## src/rtl/swbi_pkg.sv

```systemverilog
// Shared types and constants for the stack with bulk increment
`default_nettype none

package swbi_pkg;

  localparam int STACK_DEPTH_DEFAULT = 1024;
  localparam int DATA_W = 32;
  localparam int CAP_W  = 11;
  localparam int BC_W   = 16;
  localparam int OP_W   = 2;
  localparam int ST_W   = 2;

  localparam logic [CAP_W-1:0] CAP_RESET = 11'd1024;

  localparam logic [OP_W-1:0] OP_PUSH = 2'd0;
  localparam logic [OP_W-1:0] OP_POP  = 2'd1;
  localparam logic [OP_W-1:0] OP_INC  = 2'd2;
  localparam logic [OP_W-1:0] OP_NOP  = 2'd3;

  localparam logic [ST_W-1:0] ST_DONE  = 2'd0;
  localparam logic [ST_W-1:0] ST_FULL  = 2'd1;
  localparam logic [ST_W-1:0] ST_EMPTY = 2'd2;

  typedef enum logic [1:0] {
    ACT_NONE,
    ACT_PUSH,
    ACT_POP,
    ACT_INC
  } act_t;

  // controller to datapath
  typedef struct packed {
    logic            capture;
    logic            commit;
    act_t            act;
    logic [ST_W-1:0] code;
  } cmd_t;

  // datapath to controller
  typedef struct packed {
    logic empty;
    logic full;
    logic no_reach;
  } stat_t;

endpackage

`default_nettype wire

```

## src/rtl/swbi_ctrl.sv

```systemverilog
// Controller: accepts commands, decides the action and sequences the commit
`default_nettype none

module swbi_ctrl (
  input  wire logic                      clk,
  input  wire logic                      rst,
  input  wire logic                      start,
  input  wire logic [swbi_pkg::OP_W-1:0] operation,
  input  wire swbi_pkg::stat_t           stat,
  output swbi_pkg::cmd_t                 cmd,
  output logic                           busy
);

  typedef enum logic [1:0] {
    S_IDLE = 2'b01,
    S_EXEC = 2'b10
  } state_t;

  state_t                      state;
  state_t                      state_next;
  swbi_pkg::act_t              act;
  swbi_pkg::act_t              act_next;
  logic [swbi_pkg::ST_W-1:0]   code;
  logic [swbi_pkg::ST_W-1:0]   code_next;
  logic                        accept;

  assign accept = start && (state == S_IDLE);
  assign busy   = (state == S_EXEC);

  always_comb begin
    act_next  = swbi_pkg::ACT_NONE;
    code_next = swbi_pkg::ST_DONE;
    case (operation)
      swbi_pkg::OP_PUSH: begin
        if (stat.full) begin
          code_next = swbi_pkg::ST_FULL;
        end else begin
          act_next = swbi_pkg::ACT_PUSH;
        end
      end
      swbi_pkg::OP_POP: begin
        if (stat.empty) begin
          code_next = swbi_pkg::ST_EMPTY;
        end else begin
          act_next = swbi_pkg::ACT_POP;
        end
      end
      swbi_pkg::OP_INC: begin
        if (stat.empty) begin
          code_next = swbi_pkg::ST_EMPTY;
        end else if (!stat.no_reach) begin
          act_next = swbi_pkg::ACT_INC;
        end
      end
      default: begin
        act_next  = swbi_pkg::ACT_NONE;
        code_next = swbi_pkg::ST_DONE;
      end
    endcase
  end

  always_comb begin
    state_next = state;
    case (state)
      S_IDLE: begin
        if (accept) state_next = S_EXEC;
      end
      S_EXEC: state_next = S_IDLE;
      default: state_next = S_IDLE;
    endcase
  end

  always_ff @(posedge clk) begin
    if (rst) begin
      state <= S_IDLE;
    end else begin
      state <= state_next;
    end
  end

  always_ff @(posedge clk) begin
    if (accept) begin
      act  <= act_next;
      code <= code_next;
    end
  end

  assign cmd.capture = accept;
  assign cmd.commit  = (state == S_EXEC);
  assign cmd.act     = act;
  assign cmd.code    = code;

endmodule

`default_nettype wire

```

## config.mk

```make
export PLATFORM = sky130hd
export DESIGN_NAME = swbi_ctrl
export DESIGN_NICKNAME = d
export VERILOG_FILES = /design/src/rtl/swbi_pkg.sv /design/src/rtl/swbi_ctrl.sv
export SDC_FILE = /design/constraint.sdc
export NUM_CORES = 1
export LEC_CHECK = 0
export ABC_AREA = 1
export BUFFER_PORTS_ARGS = -buffer_cell sky130_fd_sc_hd__buf_2
export CAP_MARGIN = 30
export CELL_PAD_IN_SITES_DETAIL_PLACEMENT = 2
export CELL_PAD_IN_SITES_GLOBAL_PLACEMENT = 2
export CORE_MARGIN = 1.5
export CORE_UTILIZATION = 22
export CTS_BUF_LIST = sky130_fd_sc_hd__clkbuf_8
export DETAILED_ROUTE_END_ITERATION = 8
export HOLD_SLACK_MARGIN = 0.05
export PLACE_DENSITY_LB_ADDON = 0.1
export SYNTH_ARGS = -nofsm -noshare
export SYNTH_HDL_FRONTEND = slang
export SYNTH_SLANG_ARGS = --single-unit
export TNS_END_PERCENT = 30
```

## constraint.sdc

```tcl
create_clock -name clk -period 0.9 [get_ports clk]
set_input_delay 0.135 -clock clk [delete_from_list [all_inputs] [get_ports clk]]
set_output_delay 0.135 -clock clk [all_outputs]
set_load 0.01 [all_outputs]
```

==> metrics.md <==
| Metric | Value |
|---|---|
| Post-Synth XOR/XNOR Area | 0% |
| Failing checks | setup timing |
| Measured slew at the worst slew-check pin | 0.137 ns |
| Mapped Cells | 32 |
| Die Height | 40.6 um |
| Synth Warn # | 0 |
| Core Rows | 13 |
| Final Non-Filler Cells | 67 |
| Clk sinks | 6 |
| Diode count | 0 |
| Final period util | 105% |
| Status | finished with violations |
| Highest clock rate | 1.06 GHz |
| Crit path to | cmd[5] |
| Port-buffer cells | 14 |
| Post-synthesis net count | 44 |
| Final hold violation count | 0 |
| WL/cell | 11.1 um |
| Fin util | 35.8% |
| Die area | 0.00165 sq mm |
| Largest net degree at the start of global routing | 5 |
| Hold-fix buffers, CTS | 0 |
| TritonCTS clock tree | yes |
| Vias in the first global route | 326 |
| GR Overflow Total | 0 |
| GRT Total Usage | 11.8% |
| Worst reg2reg path depth | 4 |
| Worst flop-to-flop path endpoint | code[1]$_DFFE_PP_ |
| Clock power frac | 47.6% |
| Layout area overhead | 51.4% |
| Initial antenna violation count | 0 |
| Total chip power | 844 uW |
| Final worst path period need | 0.947 ns |
| Static Leak | 0.000258 uW |
| Pre-Repair DR Iteration Count | 1 |
| R2R Path Start | state[1]$_SDFFE_PP0P_ |
| Setup crit end kind | output pin |
| Unique masters post-synth | 10 |
| Starting Density | 23.6% |
| Worst hold path type | primary input to register |
| Routed Antenna Nets | 0 |
| Sequential power share | 38.5% |
| TritonCTS buffer count | 3 |
| Die width | 40.6 um |
| Final WS setup | -0.0473 ns |
| Setup crit start kind | register |
| RSZ-0062 raised after global routing | true |
| Multiplexer area fraction after synthesis | 0% |
| Cell Int Power | 667 uW |
| First-pass GRT wire length | 1150 um |
| Max_cap viols | 0 |
| H-tree levels | 1 |
| R2r setup slk | -0.02 ns |
| Netlist Area Pre-Place | 312 sq um |
| Largest family of logic cells by synthesized area | adder cells |
| Vias | 275 |
| Routability cong. | 0.673 |
| Simple-gate share of the synthesized area | 14.9% |
| Via-to-Cell Ratio | 4.10 |
| Root Buffer | clkbuf_8 |
| Peak VDD IR | 513 uV |
| Worst-skew pair later-pin latency | 0.22 ns |
| Post-Synth Adder-Cell Area | 16.1% |
| Post-synthesis compound-gate area fraction | 3.21% |
| Final net count | 65 |
| Clock slew at reported path FFs | 0.03 ns |
| Placed insts | 62 |
| Setup violations, final | 7 |
| Crit path required time | 0.76 ns |
| Pwr dens | 1790 mW/mm^2 |
| Avg Cell Area, Syn | 9.74 sq um |
| Skew final | 0.00710 ns |
| Final hold slack | 0.0867 ns |
| Slew Limit Fails | 0 |
| CORE AREA | 0.00132 sq mm |
| Total Wirelength | 742 um |
| Worst EP arrival | 0.81 ns |
| Layout cells sized above 1 | 53.8% |
| Psw | 176 uW |
| Slew margin rel. | 90.9% |
| Io pins | 15 |
| Worst-path maximum fanout | 2 |
| Sequential area share after synthesis | 51.4% |
| DRC viols | 0 |
| Switching share of power | 20.9% |
| CTS max path bufs | 2 |
| Detailed router's first-iteration violation count | 0 |
| DP HPWL | 670 um |
| Worst Path Class, Setup | register to output pin |
| Critical Path Start | state[1]$_SDFFE_PP0P_ |
| Logic pwr share | 13.9% |
| Synthesized flop and latch total | 6 |
-- synthesized netlist by cell type --
cell type	n	area share, %
nor2_2	1	2.0
nor2_1	3	3.6
inv_1	8	9.6
nand3_2	1	3.2
buf_4	2	4.8
dfxtp_1	2	13
ha_1	4	16
a21oi_1	2	3.2
nand2_1	5	6.0
edfxtp_1	4	39
-- timing repair --
action	in CTS	in global routing
pin swaps	0	1
buffers inserted	1	0
endpoints found under the setup margin	7	7
resized for setup	5	1
-- critical path, cell delays in order, from the launching register on --
cell and delay (ns):
dfxtp_2 0.31, inv_2 0.06, nand3_2 0.07, inv_2 0.07, buf_6 0.09
-- final cells by class --
class                           count  area (sq um)
Fill cell                         158           846
Sequential cell                     6           163
Multi-Input combinational cell     16           109
Timing Repair Buffer               18           106
Clock buffer                        3          41.3
Inverter                            8          30.0
Tap cell                           15          18.8
Clock inverter                      1          3.75
-- stage by stage --
stage	TNS (ns)	setup WS, ns	area [sq um]
finish	-0.151	-0.0473	472
global route	-0.431	-0.0925	472
CTS	-0.230	-0.0622	470
detailed placement	-0.126	-0.0550	408
global placement	-0.0291	-0.0291	408
floorplan	0	0.0558	312
-- routing by layer --
layer | wire length, um | part of all wire, % | global-route usage [%]
met1 | 229 | 31 | 7.67
met3 | 38 | 5.1 | 1.63
met2 | 474 | 64 | 25.0
met5 | 0 | 0 | 0
met4 | 0 | 0 | 12.5
-- how the worst min path moves through the flow --
stage                     from                    end  slack [ns]  cells past startpoint
final                      rst  state[1]$_SDFFE_PP0P_        0.09                      2
after global routing       rst  state[1]$_SDFFE_PP0P_        0.09                      2
after CTS                  rst  state[1]$_SDFFE_PP0P_        0.09                      2
after detailed placement   rst  state[1]$_SDFFE_PP0P_        0.32                      2
after global placement     rst  state[1]$_SDFFE_PP0P_        0.31                      2
after floorplan            rst  state[1]$_SDFFE_PP0P_        0.21                      1
-- layout by cell type, fill, tap and decap left out --
cell type / netlist / layout
buf_6: 0 / 1
a21oi_1: 2 / 2
ha_1: 4 / 4
buf_4: 2 / 4
buf_2: 0 / 13
clkbuf_8: 0 / 3
dfxtp_2: 0 / 2
edfxtp_1: 4 / 4
nand2_1: 5 / 5
nor2_1: 3 / 2
nand3_2: 1 / 1
inv_1: 8 / 7
inv_2: 0 / 2
nor2_2: 1 / 2
-- sequential cells by signal, indices dropped and copies added (netlist names) --
name and cells:
code 2, act 2, state 2
-- power groups by stage --
stage	Sequential [uW]	Clock, uW	Combinational (uW)
5_1_grt	327	437	132
3_3_place_gp	325	0	99.3
2_1_floorplan	333	0	45.5
4_1_cts	325	408	121
3_5_place_dp	328	0	108
6_report	325	402	117
-- logic make-up after synthesis --
| logic type | after synthesis |
|---|---|
| buffers and inverters | 10 |
| and+or+nand+nor | 10 |
| DFF | 6 |
| adders and majority gates | 4 |
| AOI/OAI and AO/OA | 2 |
Note: power is estimated with default switching activity, not from simulation.
